File: config.mk
export PLATFORM = sky130hd
export DESIGN_NAME = card_number_luhn_classifier_unit
export DESIGN_NICKNAME = d
export VERILOG_FILES = /design/src/sv/cnlc_pkg.sv /design/src/sv/cnlc_ctrl.sv /design/src/sv/cnlc_dp.sv /design/src/sv/card_number_luhn_classifier_unit.sv
export SDC_FILE = /design/constraint.sdc
export NUM_CORES = 1
export LEC_CHECK = 0
export ABC_AREA = 1
export BUFFER_PORTS_ARGS = -buffer_cell sky130_fd_sc_hd__clkbuf_2
export CAP_MARGIN = 20
export CELL_PAD_IN_SITES_DETAIL_PLACEMENT = 1
export CELL_PAD_IN_SITES_GLOBAL_PLACEMENT = 1
export CORE_ASPECT_RATIO = 0.6
export CORE_MARGIN = 8
export CORE_UTILIZATION = 30
export DETAILED_ROUTE_END_ITERATION = 6
export PLACE_DENSITY_LB_ADDON = 0.1
export SYNTH_ARGS = -nofsm -noshare
export SYNTH_HDL_FRONTEND = slang
export SYNTH_SLANG_ARGS = --single-unit
File: constraint.sdc
create_clock -name aclk -period 10.2 [get_ports aclk]
set_input_delay 2.04 -clock aclk [delete_from_list [all_inputs] [get_ports aclk]]
set_output_delay 2.04 -clock aclk [all_outputs]
set_load 0.01 [all_outputs]
File: src/sv/cnlc_pkg.sv
// Shared types and constants for the card number Luhn classifier.
package cnlc_pkg;

    localparam int NUM_BITS        = 64;
    localparam int NUM_DIGITS      = 20;
    localparam int DIGIT_W         = 4;
    localparam int BCD_W           = NUM_DIGITS * DIGIT_W;
    localparam int BITS_PER_STEP   = 8;
    localparam int CONV_STEPS      = NUM_BITS / BITS_PER_STEP;
    localparam int DIGITS_PER_STEP = 2;
    localparam int SCAN_STEPS      = NUM_DIGITS / DIGITS_PER_STEP;
    localparam int STEP_W          = $clog2(SCAN_STEPS);
    localparam int COUNT_W         = 5;
    localparam int LEAD_W          = 7;
    localparam int SUM_W           = 4;

    localparam logic [COUNT_W-1:0] MAX_DIGITS = COUNT_W'(19);

    localparam logic [LEAD_W-1:0] PFX_A_LO  = LEAD_W'(40);
    localparam logic [LEAD_W-1:0] PFX_A_HI  = LEAD_W'(49);
    localparam logic [LEAD_W-1:0] PFX_B_ONE = LEAD_W'(34);
    localparam logic [LEAD_W-1:0] PFX_B_TWO = LEAD_W'(37);
    localparam logic [LEAD_W-1:0] PFX_C_LO  = LEAD_W'(51);
    localparam logic [LEAD_W-1:0] PFX_C_HI  = LEAD_W'(55);

    localparam logic [COUNT_W-1:0] LEN_A_SHORT = COUNT_W'(13);
    localparam logic [COUNT_W-1:0] LEN_A_LONG  = COUNT_W'(16);
    localparam logic [COUNT_W-1:0] LEN_B       = COUNT_W'(15);
    localparam logic [COUNT_W-1:0] LEN_C       = COUNT_W'(16);

    typedef enum logic [1:0] {
        KIND_NONE    = 2'd0,
        KIND_ISSUER1 = 2'd1,
        KIND_ISSUER2 = 2'd2,
        KIND_ISSUER3 = 2'd3
    } kind_t;

    typedef struct packed {
        logic load;
        logic conv;
        logic scan;
        logic store;
    } cmd_t;

endpackage

File: src/sv/cnlc_ctrl.sv
// Sequencing state machine for the card number Luhn classifier.
module cnlc_ctrl (
    input  logic          aclk,
    input  logic          aresetn,
    input  logic          s_valid,
    output logic          s_ready,
    output logic          m_valid,
    input  logic          m_ready,
    output cnlc_pkg::cmd_t cmd
);

    typedef enum logic [3:0] {
        ST_IDLE = 4'b0001,
        ST_CONV = 4'b0010,
        ST_SCAN = 4'b0100,
        ST_DONE = 4'b1000
    } state_t;

    state_t                      state_reg, state_next;
    logic [cnlc_pkg::STEP_W-1:0] step_reg, step_next;
    logic                        m_valid_reg, m_valid_next;

    always_comb begin
        state_next   = state_reg;
        step_next    = step_reg;
        cmd          = '0;
        unique case (state_reg)
            ST_IDLE: begin
                if (s_valid) begin
                    cmd.load   = 1'b1;
                    step_next  = '0;
                    state_next = ST_CONV;
                end
            end
            ST_CONV: begin
                cmd.conv  = 1'b1;
                step_next = step_reg + 1'b1;
                if (step_reg == cnlc_pkg::STEP_W'(cnlc_pkg::CONV_STEPS - 1)) begin
                    step_next  = '0;
                    state_next = ST_SCAN;
                end
            end
            ST_SCAN: begin
                cmd.scan  = 1'b1;
                step_next = step_reg + 1'b1;
                if (step_reg == cnlc_pkg::STEP_W'(cnlc_pkg::SCAN_STEPS - 1)) begin
                    step_next  = '0;
                    state_next = ST_DONE;
                end
            end
            ST_DONE: begin
                if (!m_valid_reg || m_ready) begin
                    cmd.store  = 1'b1;
                    state_next = ST_IDLE;
                end
            end
            default: begin
                state_next = ST_IDLE;
            end
        endcase
    end

    always_comb begin
        m_valid_next = m_valid_reg;
        if (cmd.store) begin
            m_valid_next = 1'b1;
        end else if (m_ready) begin
            m_valid_next = 1'b0;
        end
    end

    always_ff @(posedge aclk) begin
        if (!aresetn) begin
            state_reg   <= ST_IDLE;
            step_reg    <= '0;
            m_valid_reg <= 1'b0;
        end else begin
            state_reg   <= state_next;
            step_reg    <= step_next;
            m_valid_reg <= m_valid_next;
        end
    end

    assign s_ready = (state_reg == ST_IDLE);
    assign m_valid = m_valid_reg;

endmodule

File: src/sv/cnlc_dp.sv
// Datapath: binary to decimal conversion, digit scan, Luhn sum and classification.
module cnlc_dp (
    input  logic                          aclk,
    input  cnlc_pkg::cmd_t                cmd,
    input  logic [cnlc_pkg::NUM_BITS-1:0] s_card_number,
    output logic [1:0]                    m_card_kind,
    output logic                          m_luhn_ok,
    output logic [cnlc_pkg::COUNT_W-1:0]  m_digit_count,
    output logic [cnlc_pkg::LEAD_W-1:0]   m_leading_pair
);

    logic [cnlc_pkg::NUM_BITS-1:0] bin_reg, bin_next;
    logic [cnlc_pkg::BCD_W-1:0]    bcd_reg, bcd_next;
    logic [cnlc_pkg::COUNT_W-1:0]  pos_reg, pos_next;
    logic [cnlc_pkg::COUNT_W-1:0]  count_reg, count_next;
    logic [cnlc_pkg::LEAD_W-1:0]   lead_reg, lead_next;
    logic [cnlc_pkg::DIGIT_W-1:0]  prev_reg, prev_next;
    logic [cnlc_pkg::SUM_W-1:0]    sum_reg, sum_next;
    logic [1:0]                    kind_reg;
    logic                          ok_reg;
    logic [cnlc_pkg::COUNT_W-1:0]  count_out_reg;
    logic [cnlc_pkg::LEAD_W-1:0]   lead_out_reg;

    logic [cnlc_pkg::BCD_W-1:0]    conv_bcd;
    logic [cnlc_pkg::NUM_BITS-1:0] conv_bin;
    logic [cnlc_pkg::DIGIT_W-1:0]  dig_lo, dig_hi;
    logic [cnlc_pkg::DIGIT_W:0]    dbl_hi, acc_a, acc_b;
    logic [cnlc_pkg::DIGIT_W-1:0]  add_hi;
    logic [cnlc_pkg::LEAD_W-1:0]   lead_hi, lead_lo;
    logic                          luhn_ok;
    cnlc_pkg::kind_t               kind;

    function automatic logic [cnlc_pkg::LEAD_W-1:0] LEAD_W_EXT(
        input logic [cnlc_pkg::DIGIT_W-1:0] d
    );
        return {{(cnlc_pkg::LEAD_W - cnlc_pkg::DIGIT_W){1'b0}}, d};
    endfunction

    // Shift-and-add-3 conversion, several bits per cycle.
    always_comb begin
        logic [cnlc_pkg::BCD_W-1:0]    b;
        logic [cnlc_pkg::NUM_BITS-1:0] n;
        b = bcd_reg;
        n = bin_reg;
        for (int k = 0; k < cnlc_pkg::BITS_PER_STEP; k++) begin
            for (int j = 0; j < cnlc_pkg::NUM_DIGITS; j++) begin
                if (b[j*cnlc_pkg::DIGIT_W +: cnlc_pkg::DIGIT_W] >= 4'd5) begin
                    b[j*cnlc_pkg::DIGIT_W +: cnlc_pkg::DIGIT_W] =
                        b[j*cnlc_pkg::DIGIT_W +: cnlc_pkg::DIGIT_W] + 4'd3;
                end
            end
            b = {b[cnlc_pkg::BCD_W-2:0], n[cnlc_pkg::NUM_BITS-1]};
            n = {n[cnlc_pkg::NUM_BITS-2:0], 1'b0};
        end
        conv_bcd = b;
        conv_bin = n;
    end

    // Two digits per scan step: even position plain, odd position doubled.
    always_comb begin
        dig_lo = bcd_reg[cnlc_pkg::DIGIT_W-1:0];
        dig_hi = bcd_reg[2*cnlc_pkg::DIGIT_W-1:cnlc_pkg::DIGIT_W];
        dbl_hi = {dig_hi, 1'b0};
        add_hi = (dbl_hi > 5'd9) ? cnlc_pkg::DIGIT_W'(dbl_hi - 5'd9)
                                 : cnlc_pkg::DIGIT_W'(dbl_hi);
        acc_a  = {1'b0, sum_reg} + {1'b0, dig_lo};
        if (acc_a >= 5'd10) begin
            acc_a = acc_a - 5'd10;
        end
        acc_b  = acc_a + {1'b0, add_hi};
        if (acc_b >= 5'd10) begin
            acc_b = acc_b - 5'd10;
        end
        lead_hi = (LEAD_W_EXT(dig_hi) << 3) + (LEAD_W_EXT(dig_hi) << 1) + LEAD_W_EXT(dig_lo);
        lead_lo = (pos_reg == '0) ? LEAD_W_EXT(dig_lo)
                : (LEAD_W_EXT(dig_lo) << 3) + (LEAD_W_EXT(dig_lo) << 1)
                  + LEAD_W_EXT(prev_reg);
    end

    always_comb begin
        bin_next   = bin_reg;
        bcd_next   = bcd_reg;
        pos_next   = pos_reg;
        count_next = count_reg;
        lead_next  = lead_reg;
        prev_next  = prev_reg;
        sum_next   = sum_reg;
        if (cmd.load) begin
            bin_next   = s_card_number;
            bcd_next   = '0;
            pos_next   = '0;
            count_next = '0;
            lead_next  = '0;
            prev_next  = '0;
            sum_next   = '0;
        end else if (cmd.conv) begin
            bin_next = conv_bin;
            bcd_next = conv_bcd;
        end else if (cmd.scan) begin
            bcd_next  = bcd_reg >> (cnlc_pkg::DIGITS_PER_STEP * cnlc_pkg::DIGIT_W);
            pos_next  = pos_reg + cnlc_pkg::COUNT_W'(cnlc_pkg::DIGITS_PER_STEP);
            prev_next = dig_hi;
            sum_next  = cnlc_pkg::SUM_W'(acc_b);
            if (dig_hi != '0) begin
                count_next = pos_reg + cnlc_pkg::COUNT_W'(2);
                lead_next  = lead_hi;
            end else if (dig_lo != '0) begin
                count_next = pos_reg + cnlc_pkg::COUNT_W'(1);
                lead_next  = lead_lo;
            end
        end
    end

    always_comb begin
        luhn_ok = (sum_reg == '0);
        kind    = cnlc_pkg::KIND_NONE;
        if (luhn_ok && count_reg <= cnlc_pkg::MAX_DIGITS) begin
            if (lead_reg >= cnlc_pkg::PFX_A_LO && lead_reg <= cnlc_pkg::PFX_A_HI) begin
                if (count_reg == cnlc_pkg::LEN_A_SHORT || count_reg == cnlc_pkg::LEN_A_LONG) begin
                    kind = cnlc_pkg::KIND_ISSUER1;
                end
            end else if (lead_reg == cnlc_pkg::PFX_B_ONE || lead_reg == cnlc_pkg::PFX_B_TWO) begin
                if (count_reg == cnlc_pkg::LEN_B) begin
                    kind = cnlc_pkg::KIND_ISSUER2;
                end
            end else if (lead_reg >= cnlc_pkg::PFX_C_LO && lead_reg <= cnlc_pkg::PFX_C_HI) begin
                if (count_reg == cnlc_pkg::LEN_C) begin
                    kind = cnlc_pkg::KIND_ISSUER3;
                end
            end
        end
    end

    always_ff @(posedge aclk) begin
        bin_reg   <= bin_next;
        bcd_reg   <= bcd_next;
        pos_reg   <= pos_next;
        count_reg <= count_next;
        lead_reg  <= lead_next;
        prev_reg  <= prev_next;
        sum_reg   <= sum_next;
        if (cmd.store) begin
            kind_reg      <= kind;
            ok_reg        <= luhn_ok;
            count_out_reg <= count_reg;
            lead_out_reg  <= lead_reg;
        end
    end

    assign m_card_kind    = kind_reg;
    assign m_luhn_ok      = ok_reg;
    assign m_digit_count  = count_out_reg;
    assign m_leading_pair = lead_out_reg;

endmodule

File: src/sv/card_number_luhn_classifier_unit.sv
// Top level of the card number Luhn classifier.
//
//  channel   handshake           payload
//  s_        s_valid / s_ready   s_card_number[63:0]
//  m_        m_valid / m_ready   m_card_kind, m_luhn_ok, m_digit_count, m_leading_pair
//
// From accept to result, a number passes through an accept, 8 conversion
// steps of 8 bits each, 10 scan steps of two digits each, and a store.
// The next number is accepted the cycle after the store, while the result waits.
// aresetn is synchronous, active low, and clears the controller and m_valid.
// A stalled m_ready holds the finished number in its last step until the
// output register frees up.
module card_number_luhn_classifier_unit (
    input  logic                          aclk,
    input  logic                          aresetn,
    input  logic                          s_valid,
    output logic                          s_ready,
    input  logic [cnlc_pkg::NUM_BITS-1:0] s_card_number,
    output logic                          m_valid,
    input  logic                          m_ready,
    output logic [1:0]                    m_card_kind,
    output logic                          m_luhn_ok,
    output logic [cnlc_pkg::COUNT_W-1:0]  m_digit_count,
    output logic [cnlc_pkg::LEAD_W-1:0]   m_leading_pair
);

    cnlc_pkg::cmd_t cmd;

    cnlc_ctrl u_ctrl (
        .aclk    (aclk),
        .aresetn (aresetn),
        .s_valid (s_valid),
        .s_ready (s_ready),
        .m_valid (m_valid),
        .m_ready (m_ready),
        .cmd     (cmd)
    );

    cnlc_dp u_dp (
        .aclk           (aclk),
        .cmd            (cmd),
        .s_card_number  (s_card_number),
        .m_card_kind    (m_card_kind),
        .m_luhn_ok      (m_luhn_ok),
        .m_digit_count  (m_digit_count),
        .m_leading_pair (m_leading_pair)
    );

endmodule
==> summary.txt, run 1 <==
Status
  • Run status: complete, no violations

Timing
  • Worst Tran Pin Value: 1.27 ns
  • Slew Limit Fails: 0
  • Achievable frequency: between 150 and 200 MHz
  • Final total negative setup slack: 0 ns
  • Unrepaired setup endpoints after global routing: false
  • Worst slew margin: 0.143
  • Hold slack final: about 0.48 ns
  • Final Critical Period: around 6.2 ns
  • Setup clock skew after layout: just under 0.02 ns
  • Hold Violations, Final: 0
  • Final setup viols: 0
  • Period utilization: 0.612

GRT
  • Maximum number of pins on one net before global-route repair: between 80 and 90
  • First-pass GRT wire length: 125000 um
  • Antenna violations before repair: 0
  • Gr usage total: 0.154
  • Via count of the first global-routing pass: 24300
  • Overflow left after global routing: 0

Clocking
  • Maximum root-to-sink buffer count: 2
  • Number of buffers inserted for hold repair after clock tree synthesis: 0
  • Clock-pin slew on the worst setup and hold paths: ~0.09 ns
  • Sink count of the clock tree: 192
  • Cell chosen for the clock root: sky130_fd_sc_hd__clkbuf_16
  • H-tree depth: 4
  • Clock network latency to the later pin of the worst-skew pair: ~0.48 ns
  • Clock buffers created by TritonCTS: 17
  • Post-CTS setup-driven buffer insertion count: 0
  • CTS tree: yes
  • Post-CTS Resized: 0

Worst setup path
  • Family with the most delay on the worst path: simple AND/OR/NAND/NOR gates
  • Startpoint Class: flip-flop
  • Max stage delay cell, worst path: sky130_fd_sc_hd__dfxtp_1
  • Most frequent cell on the critical path: sky130_fd_sc_hd__nand2_1
  • Worst setup path category: reg2reg
  • WP buf/inv: 13
  • Endpoint type of the worst setup path: flip-flop
  • Critical Path RT: 10.61 ns
  • Maximum net fanout on the critical path: 4
  • Endpoint arrival time on the critical path: 6.66 ns
  • Maximum single-stage delay on the critical path: 0.38 ns

Synth
  • Number of nets in the synthesized netlist: 4232
  • Complex-gate fraction of the synthesized area: 0.133
  • Post-synthesis mux area share: 0.000393
  • Post-synthesis sequential element count: 192
  • Register area share after synthesis: 0.182
  • Largest area contributor in the netlist: sky130_fd_sc_hd__nand2_1
  • Post-synthesis instance total: 3986
  • Top cell type's share of synthesized area: 0.185
  • Basic-gate share of the synthesized area counting and, or, nand and nor cells: 0.457
  • Largest cells by area after synthesis: sky130_fd_sc_hd__nand2_1 18%, sky130_fd_sc_hd__edfxtp_1 9.3%, sky130_fd_sc_hd__dfxtp_1 8.9%, sky130_fd_sc_hd__inv_1 8.6%, sky130_fd_sc_hd__ha_1 8.5%
  • Area of the mapped netlist: 25500 um2
  • Post-synth EDFFs: 79
  • Post-Syn Area per Cell: approximately 6.4 um2
  • Dominant combinational cell family by area after synthesis: simple AND/OR/NAND/NOR gates
  • Adder and majority cell fraction of the synthesized area: 0.0893
  • Proportion of register bits with asynchronous set or reset after synthesis: 0
  • Post-synthesis cell type count: 63
  • Syn. warnings: 0
  • Main synth FF type: sky130_fd_sc_hd__dfxtp_1
  • Xor/xnor share of the synthesized area: 0.0340

Detailed routing
  • Detailed Route WL: 74100 um
  • Starting DRT DRC Count: 1047
  • Via density per instance: around 4.8
  • Drt wl/cell: 14.3 um
  • Total via count in the routed design: 24800
  • DRC: 0
  • Antenna-violating nets left: 0
  • Number of detailed-route iterations in the first pass: 5

Placement
  • IO buf count: 84
  • Weighted congestion reported at the end of routability-driven placement: 0.776
  • Placed wire-length estimate: 60000 um

Hold path
  • Type of the tightest min-delay check: reg2reg

Final layout
  • N_diodes: 0
  • Layout Area Growth over Synthesis: 9.03%
  • Final #Nets: 4291
  • Flip-flop count of the largest register, all copies and words added: 80
  • Top library cells by usage in the layout, fill and taps aside: 1251 x sky130_fd_sc_hd__nand2_1, 585 x sky130_fd_sc_hd__inv_1, 384 x sky130_fd_sc_hd__nand3_1
  • Share of cells above drive strength 1: 0.173
  • Most common library cell in the layout ignoring fill and taps: sky130_fd_sc_hd__nand2_1

Job
  • Max-cap violations: 0

Die
  • Area of the die: approximately 95000 um2
  • Chip Height: between 200 and 250 um
  • Core area: between 80000 and 90000 um2
  • Starting density of the core: 0.304
  • Horizontal extent of the die: about 400 um
  • Top-level port count: 85
  • Standard-cell rows: between 80 and 90
[worst paths after layout]
path	startpoint	to	slack (ns)	depth (start not counted)
max	u_dp.bcd_reg[72]	u_dp.bcd_reg[78]	3.95	59
min	u_dp.count_reg[4]	u_dp.m_digit_count[4]	0.48	0
max reg2reg	u_dp.bcd_reg[72]	u_dp.bcd_reg[78]	3.95	59
min reg2reg	u_dp.count_reg[4]	u_dp.m_digit_count[4]	0.48	0
[cell usage after synthesis (67+ instances only)]
library cell               number
sky130_fd_sc_hd__nor2_1        67
sky130_fd_sc_hd__ha_1         172
sky130_fd_sc_hd__nand4_1      146
sky130_fd_sc_hd__a21oi_1      117
sky130_fd_sc_hd__nand2_1     1252
sky130_fd_sc_hd__dfxtp_1      113
sky130_fd_sc_hd__o21ai_0      120
sky130_fd_sc_hd__nand2_2      217
sky130_fd_sc_hd__nand3_1      385
sky130_fd_sc_hd__nand3_2      121
sky130_fd_sc_hd__edfxtp_1      79
sky130_fd_sc_hd__inv_1        585
[through the flow]
step	instance area, um2	worst slack (ns)	util	instances
global route	27700	3.13	0.331	5192
floorplan	25500	4.74	-	3986
detailed placement	27100	3.92	0.324	5160
finish	27700	3.95	0.331	5192
global placement	27100	4.11	0.324	5160
CTS	27700	3.87	0.331	5192
[kinds of logic after synthesis]
group                      after synthesis
xor gates and xnor gates                65
and+or+nand+nor                       2333
adders and majority gates              178
muxes                                    1
AOI/OAI and AO/OA                      533
DFF                                    192
buffers and inverters                  684
[layout make-up]
| type | count | area (um2) |
|---|---|---|
| Clock buffer | 17 | 425 |
| Clock inverter | 15 | 196 |
| Fill cell | 10900 | 56000 |
| Inverter | 628 | 2360 |
| Multi-Input combinational cell | 3110 | 18200 |
| Sequential cell | 192 | 4630 |
| Tap cell | 1134 | 1420 |
| Timing Repair Buffer | 96 | 510 |
[layer usage]
layer / track usage / vias up / share of wire
met1: 0.243 / 11400 / 0.58
met4: 0.0222 / 0 / 0.0079
met2: 0.224 / 137 / 0.39
met3: 0.0195 / 28 / 0.021
met5: 0 / - / 0
li1: - / 13300 / -
Power of run 1 is not shown: default switching activity piles up to over one toggle a cycle in this logic, so the estimate is an artifact.
==> run 2, diff against run 1 <==
--- a/config.mk
+++ b/config.mk
@@ -5,7 +5,7 @@
 export SDC_FILE = /design/constraint.sdc
 export NUM_CORES = 1
 export LEC_CHECK = 0
-export ABC_AREA = 1
+export ABC_AREA = 0
 export BUFFER_PORTS_ARGS = -buffer_cell sky130_fd_sc_hd__clkbuf_2
 export CAP_MARGIN = 20
 export CELL_PAD_IN_SITES_DETAIL_PLACEMENT = 1
==> constraint.sdc (replaced) <==
create_clock -name aclk -period 5.1 [get_ports aclk]
set_input_delay 1.02 -clock aclk [delete_from_list [all_inputs] [get_ports aclk]]
set_output_delay 1.02 -clock aclk [all_outputs]
set_load 0.01 [all_outputs]
==> run 2 against run 1 <==
Net effect: the flow now finishes with violations (setup timing); critical path depth down 27; hold slack better by 0.0049 ns; sequential share of layout area fell by 7.4 points; wire length increased by 78%; count of clock-buffer cells in the layout is 1 higher; highest routed layer is now met5.
==> summary.txt, run 2 <==
Worst setup path
  • Most frequent cell on the critical path: sky130_fd_sc_hd__ha_4
  • Worst R2R Start: u_dp.bcd_reg[52]
  • Max stage delay cell, worst path: sky130_fd_sc_hd__o32a_1
  • Endpoint type of the worst setup path: flip-flop
  • Endpoint arrival time on the critical path: 6.61 ns (-0.05 ns)
  • Startpoint Class: flip-flop
  • Worst setup path category: reg2reg
  • Critical Path RT: 5.52 ns (-5.09 ns)
  • Maximum single-stage delay on the critical path: 0.42 ns (+0.04 ns)
  • Critical path startpoint: u_dp.bcd_reg[52]
  • Maximum net fanout on the critical path: 4 (unchanged)

Synth
  • Most instantiated library cell after synthesis: sky130_fd_sc_hd__nand2_1
  • Largest area contributor in the netlist: sky130_fd_sc_hd__edfxtp_1
  • Main synth FF type: sky130_fd_sc_hd__dfxtp_1
  • Register area share after synthesis: 0.162 (-0.0199)
  • Top cell type's share of synthesized area: 0.0830 (-0.102)
  • Syn. warnings: 0 (unchanged)
  • Post-Syn Area per Cell: 7.29 um2 (+14%)
  • Post-synth EDFFs: 79 (unchanged)
  • Largest cells by area after synthesis: sky130_fd_sc_hd__edfxtp_1 8.3%, sky130_fd_sc_hd__dfxtp_1 7.9%, sky130_fd_sc_hd__ha_1 7.5%, sky130_fd_sc_hd__nand2_1 6.8%, sky130_fd_sc_hd__a21oi_1 4.3%
  • Proportion of register bits with asynchronous set or reset after synthesis: 0 (unchanged)
  • Post-synthesis cell type count: 130 (+110%)
  • Area of the mapped netlist: 28600 um2 (+12%)
  • Post-synthesis sequential element count: 192 (unchanged)
  • Most instantiated cells after synthesis: 515 x sky130_fd_sc_hd__nand2_1, 299 x sky130_fd_sc_hd__nor2_1, 245 x sky130_fd_sc_hd__a21oi_1
  • Post-synthesis instance total: 3921 (-1.6%)
  • Number of nets in the synthesized netlist: 4167 (-1.5%)

Timing
  • Hold Violations, Final: 0 (unchanged)
  • Worst Tran Pin Value: 1.10 ns (-0.171 ns)
  • Unrepaired setup endpoints after global routing: true
  • Period utilization: 1.21 (+0.601)
  • Worst slew margin: 0.263 (+0.120)
  • Worst-case setup margin in the final layout: -1.09 ns (-5.04 ns)
  • Setup clock skew after layout: 0.0219 ns (+0.00204 ns)
  • Achievable frequency: 162 MHz (+0.92%)
  • Slew Limit Fails: 0 (unchanged)
  • Final Critical Period: 6.19 ns (-0.0570 ns)
  • Final setup viols: 75 (+75)

Hold path
  • Type of the tightest min-delay check: reg2reg
  • Source of the worst hold timing path: u_dp.lead_reg[5]

GRT
  • Overflow left after global routing: 0 (unchanged)
  • Maximum number of pins on one net before global-route repair: 67 (-20%)
  • Gr usage total: 0.232 (+0.0776)
  • Antenna violations before repair: 1 (+1)
  • Via count of the first global-routing pass: 37900 (+56%)
  • First-pass GRT wire length: 205000 um (+65%)

Status
  • Violated checks: setup timing
  • Run status: complete, but fails checks

Placement
  • Weighted congestion reported at the end of routability-driven placement: 0.856 (+10%)
  • Placed instance count: 6441 (+25%)
  • Placed wire-length estimate: 96400 um (+61%)
  • Standard cell area after detailed placement: 42800 um2 (+58%)
  • IO buf count: 84 (unchanged)
  • Setup slack after placement: -1.42 ns (-5.33 ns)

Detailed routing
  • Starting DRT DRC Count: 1831 (+75%)
  • Total via count in the routed design: 36800 (+48%)
  • Number of detailed-route iterations in the first pass: 6 (+1)
  • Antenna-violating nets left: 0 (unchanged)
  • DRC: 0 (unchanged)
  • Via density per instance: 5.38 (+13%)
  • Drt wl/cell: 19.3 um (+35%)
  • Detailed Route WL: 132000 um (+78%)

Clocking
  • Clock buffers created by TritonCTS: 17 (unchanged)
  • Maximum root-to-sink buffer count: 2 (unchanged)
  • Cell chosen for the clock root: sky130_fd_sc_hd__clkbuf_16
  • Number of buffers inserted for hold repair after clock tree synthesis: 0 (unchanged)
  • Clock network latency to the later pin of the worst-skew pair: 0.50 ns (+0.02 ns)
  • Sink count of the clock tree: 192 (unchanged)
  • Clock-pin slew on the worst setup and hold paths: 0.09 ns (about the same)
  • CTS tree: yes
  • H-tree depth: 4 (unchanged)

Final layout
  • Top library cells by usage in the layout, fill and taps aside: 1588 x sky130_fd_sc_hd__buf_4, 467 x sky130_fd_sc_hd__nand2_1, 229 x sky130_fd_sc_hd__nor2_1
  • Final non-filler cell area: 50700 um2 (+83%)
  • Final #Nets: 5819 (+36%)
  • Share of cells above drive strength 1: 0.550 (+0.377)
  • Non-filler cells in the finished layout: 6834 (+32%)
  • Layout Area Growth over Synthesis: 77.5%
  • Most common library cell in the layout ignoring fill and taps: sky130_fd_sc_hd__buf_4
  • Flip-flop count of the largest register, all copies and words added: 80 (unchanged)

Die
  • Top-level port count: 85 (unchanged)
  • Standard-cell rows: 87 (+6.1%)
  • Starting density of the core: 0.304 (-0.000495)
  • Core area: 94200 um2 (+12%)
  • Horizontal extent of the die: 414 um (+5.7%)
  • Area of the die: 106000 um2 (+12%)
  • Chip Height: 255 um (+5.6%)

Job
  • Max-cap violations: 0 (unchanged)
[run 2: cells by family after synthesis]
| family | Yosys count | share of synthesized area |
|---|---|---|
| adders and majority gates | 185 | 0.0820 |
| and+or+nand+nor | 1452 | 0.245 |
| DFF | 192 | 0.162 |
| muxes | 188 | 0.0706 |
| xor gates and xnor gates | 107 | 0.0361 |
| buffers and inverters | 382 | 0.0526 |
| AOI/OAI and AO/OA | 1415 | 0.351 |
[run 2: cell type report]
type / instances / area [um2]
diodes: 2 / 5.00
clock buffers: 18 / 429
clock inverters: 14 / 140
fillers: 11000 / 43400
inverters: 227 / 955
multi-input cells: 3347 / 29200
flip-flops and latches: 192 / 4740
well taps: 1246 / 1560
repair buffers: 1788 / 13700
[run 2: through the flow]
step	util	hold slack [ns]	TNS, ns
floorplan	-	0.416	-29.96
global placement	0.455	0.443	-55.25
detailed placement	0.455	0.446	-62.61
CTS	0.517	0.473	-43.34
global route	0.539	0.479	-71.37
finish	0.539	0.480	-52.47
[run 2: repair_timing]
action,in CTS,in global routing
endpoints found under the setup margin,75,75
cloned,0,0
gates resized for setup,726,293
setup buffers,279,111
pin swaps,429,265
[run 2: final timing paths]
| kind | endpoint | slack, ns | cells after the start |
|---|---|---|---|
| setup / recovery | u_dp.bcd_reg[61] | -1.09 | 32 |
| hold / removal | u_dp.m_leading_pair[5] | 0.48 | 0 |
| setup reg to reg | u_dp.bcd_reg[61] | -1.09 | 32 |
| hold reg to reg | u_dp.m_leading_pair[5] | 0.48 | 0 |
[run 2: critical path, delay by kind of cell (launching register included)]
| family | cells | cell delay [ns] |
|---|---|---|
| flip-flops | 1 | 0.39 |
| AO/OA/AOI/OAI | 8 | 1.60 |
| buffers and inverters | 5 | 0.33 |
| multiplexers | 2 | 0.46 |
| adder cells (fa/ha/maj) | 6 | 1.27 |
| AND/OR/NAND/NOR | 11 | 2.04 |
[run 2: routing by layer]
layer	part of all wire	track usage	wire length, um
met3	0.027	0.0211	3610
met2	0.44	0.363	58100
met5	0.000099	0	13
met1	0.52	0.348	68700
met4	0.012	0.0381	1580
Power of run 2 is left out for the same reason.
==> run 3, diff against run 2 <==
==> constraint.sdc (replaced) <==
create_clock -name aclk -period 6.9 [get_ports aclk]
set_input_delay 1.38 -clock aclk [delete_from_list [all_inputs] [get_ports aclk]]
set_output_delay 1.38 -clock aclk [all_outputs]
set_load 0.01 [all_outputs]
==> run 3 against run 2 <==
Net effect: the flow now finishes without violations; non-clock buffer count shrank 1361; hold slack got worse by 0.016 ns; wire length decreased by 24%; clock skew fell by 0.0019 ns; critical endpoint unchanged; via count decreased by 17%; highest routed layer is now met4; utilization fell by 18 points; final area shrank 33%; first-iteration DRC count decreased by 3.6%; critical path depth did not move.
==> summary.txt, run 3 (same netlist as run 2, synthesis figures left out) <==
Worst setup path
  • Endpoint arrival time on the critical path: 7.07 ns (+0.46 ns)
  • Maximum net fanout on the critical path: 6 (+2)
  • Maximum single-stage delay on the critical path: 0.52 ns (+0.10 ns)
  • Critical Path RT: 7.36 ns (+1.84 ns)
  • Endpoint type of the worst setup path: flip-flop
  • Max stage delay cell, worst path: sky130_fd_sc_hd__or4_1
  • Startpoint Class: flip-flop
  • Reg2reg setup slack: 0.28 ns (+1.37 ns)
  • Most frequent cell on the critical path: sky130_fd_sc_hd__ha_2
  • Worst setup path category: reg2reg

Final layout
  • Area of combinational cells with multiple inputs: 23300 um2 (-20%)
  • N_diodes: 0 (-2)
  • Final #Nets: 4458 (-23%)
  • Share of cells above drive strength 1: 0.211 (-0.339)
  • Most common library cell in the layout ignoring fill and taps: sky130_fd_sc_hd__nand2_1
  • Fill cells: 11500 (+4.0%)
  • Flip-flop count of the largest register, all copies and words added: 80 (unchanged)
  • Layout Area Growth over Synthesis: 19.1%
  • Top library cells by usage in the layout, fill and taps aside: 511 x sky130_fd_sc_hd__nand2_1, 341 x sky130_fd_sc_hd__buf_4, 290 x sky130_fd_sc_hd__nor2_1
  • Non-filler cells in the finished layout: 5471 (-20%)
  • Post-route core utilization: 0.361 (-0.177)
  • FF/Latch Area: 4660 um2 (-1.6%)
  • Final non-filler cell area: 34000 um2 (-33%)

Placement
  • Standard cell area after detailed placement: 32300 um2 (-25%)
  • IO buf count: 84 (unchanged)
  • Placed wire-length estimate: 78000 um (-19%)
  • Weighted congestion reported at the end of routability-driven placement: 0.809 (-5.6%)
  • Placed instance count: 5402 (-16%)

Hold path
  • Type of the tightest min-delay check: reg2reg

Detailed routing
  • Number of detailed-route iterations in the first pass: 7 (+1)
  • Total via count in the routed design: 30400 (-17%)
  • Drt wl/cell: 18.2 um (-5.6%)
  • Antenna-violating nets left: 0 (unchanged)
  • Starting DRT DRC Count: 1765 (-3.6%)
  • Detailed Route WL: 99700 um (-24%)
  • DRC: 0 (unchanged)
  • Via density per instance: 5.56 (+3.3%)

Clocking
  • Clock buffers created by TritonCTS: 17 (unchanged)
  • CTS tree: yes
  • Sink count of the clock tree: 192 (unchanged)
  • Clock-pin slew on the worst setup and hold paths: 0.09 ns (about the same)
  • H-tree depth: 4 (unchanged)
  • Clock network latency to the later pin of the worst-skew pair: 0.52 ns (+0.02 ns)
  • Maximum root-to-sink buffer count: 2 (unchanged)
  • Cell chosen for the clock root: sky130_fd_sc_hd__clkbuf_16

GRT
  • First-pass GRT wire length: 159000 um (-23%)
  • Via count of the first global-routing pass: 28600 (-24%)
  • Antenna violations before repair: 2 (+1)
  • Overflow left after global routing: 0 (unchanged)
  • Gr usage total: 0.179 (-0.0530)
  • Maximum number of pins on one net before global-route repair: 73 (+9.0%)

Timing
  • Slew Limit Fails: 0 (unchanged)
  • Final total negative setup slack: 0 ns (+52.47 ns)
  • Final Critical Period: 6.62 ns (+0.427 ns)
  • Hold Violations, Final: 0 (unchanged)
  • Worst Tran Pin Value: 0.962 ns (-0.140 ns)
  • Achievable frequency: 151 MHz (-6.4%)
  • Period utilization: 0.959 (-0.255)
  • Worst slew margin: 0.359 (+0.0954)
  • Unrepaired setup endpoints after global routing: true
  • Setup clock skew after layout: 0.0201 ns (-0.00186 ns)
  • Final setup viols: 0 (-100%)

Die
  • Top-level port count: 85 (unchanged)
  • Chip Height: 255 um (unchanged)
  • Horizontal extent of the die: 414 um (unchanged)
  • Core area: 94200 um2 (unchanged)
  • Starting density of the core: 0.304 (unchanged)
  • Standard-cell rows: 87 (unchanged)
  • Area of the die: 106000 um2 (unchanged)

Status
  • Run status: complete, no violations

Job
  • Max-cap violations: 0 (unchanged)
==> run 3: cell count changes in the layout (fill, tap and decap cells not counted), moves of 44 or more <==
cell and change:
sky130_fd_sc_hd__a21oi_1 +70, sky130_fd_sc_hd__buf_4 -1247, sky130_fd_sc_hd__buf_6 -107, sky130_fd_sc_hd__ha_1 +117, sky130_fd_sc_hd__ha_4 -99, sky130_fd_sc_hd__inv_1 +96
sky130_fd_sc_hd__inv_2 -59, sky130_fd_sc_hd__nand2_1 +44, sky130_fd_sc_hd__nor2_1 +61, sky130_fd_sc_hd__o21ai_0 +83
==> run 3: routing by layer <==
layer  vias up  share of wire  track usage
li1      15300              -            -
met1     14800           0.58        0.294
met2       297           0.39        0.243
met3        46          0.025       0.0192
met4         0         0.0099       0.0325
met5         -              0            0
==> run 3: per-stage QoR <==
step / hold slack (ns) / setup WS [ns]
final: 0.464 / 0.283
after global routing: 0.493 / -0.0999
after floorplan: 0.416 / 0.241
after global placement: 0.449 / 0.108
after detailed placement: 0.454 / -0.0612
after CTS: 0.467 / 0.0177
==> run 3: layout make-up <==
cell class	count	area share
timing repair buffer	427	0.0882
inverter	227	0.0250
clock buffer	17	0.0125
multi-input combinational	3347	0.686
sequential	192	0.137
clock inverter	15	0.00548
tap	1246	0.0458
==> run 3: critical path, delay by kind of cell (launching register included) <==
family                     cells  cell delay (ns)
and+or+nand+nor               11             2.86
adders and majority gates      5             0.92
xor gates and xnor gates       1             0.15
muxes                          2             0.38
AOI/OAI and AO/OA              8             1.53
DFF                            1             0.34
buffers and inverters          5             0.37
==> run 3: final timing paths <==
kind                                       start                to  depth (start not counted)
worst max register to register  u_dp.bcd_reg[53]  u_dp.bcd_reg[61]                         32
worst max-delay path            u_dp.bcd_reg[53]  u_dp.bcd_reg[61]                         32
worst min register to register  u_dp.prev_reg[2]  u_dp.prev_reg[2]                          2
worst min-delay path            u_dp.prev_reg[2]  u_dp.prev_reg[2]                          2
==> run 3: timing repair <==
item	4_1_cts	5_1_grt
hold buffers	0	0
gates resized for setup	10	203
endpoints found under the setup margin	5	71
pin swaps	1	43
setup buffers	1	35
hold endpoints to repair	0	0
Power of run 3 is left out for the same reason.
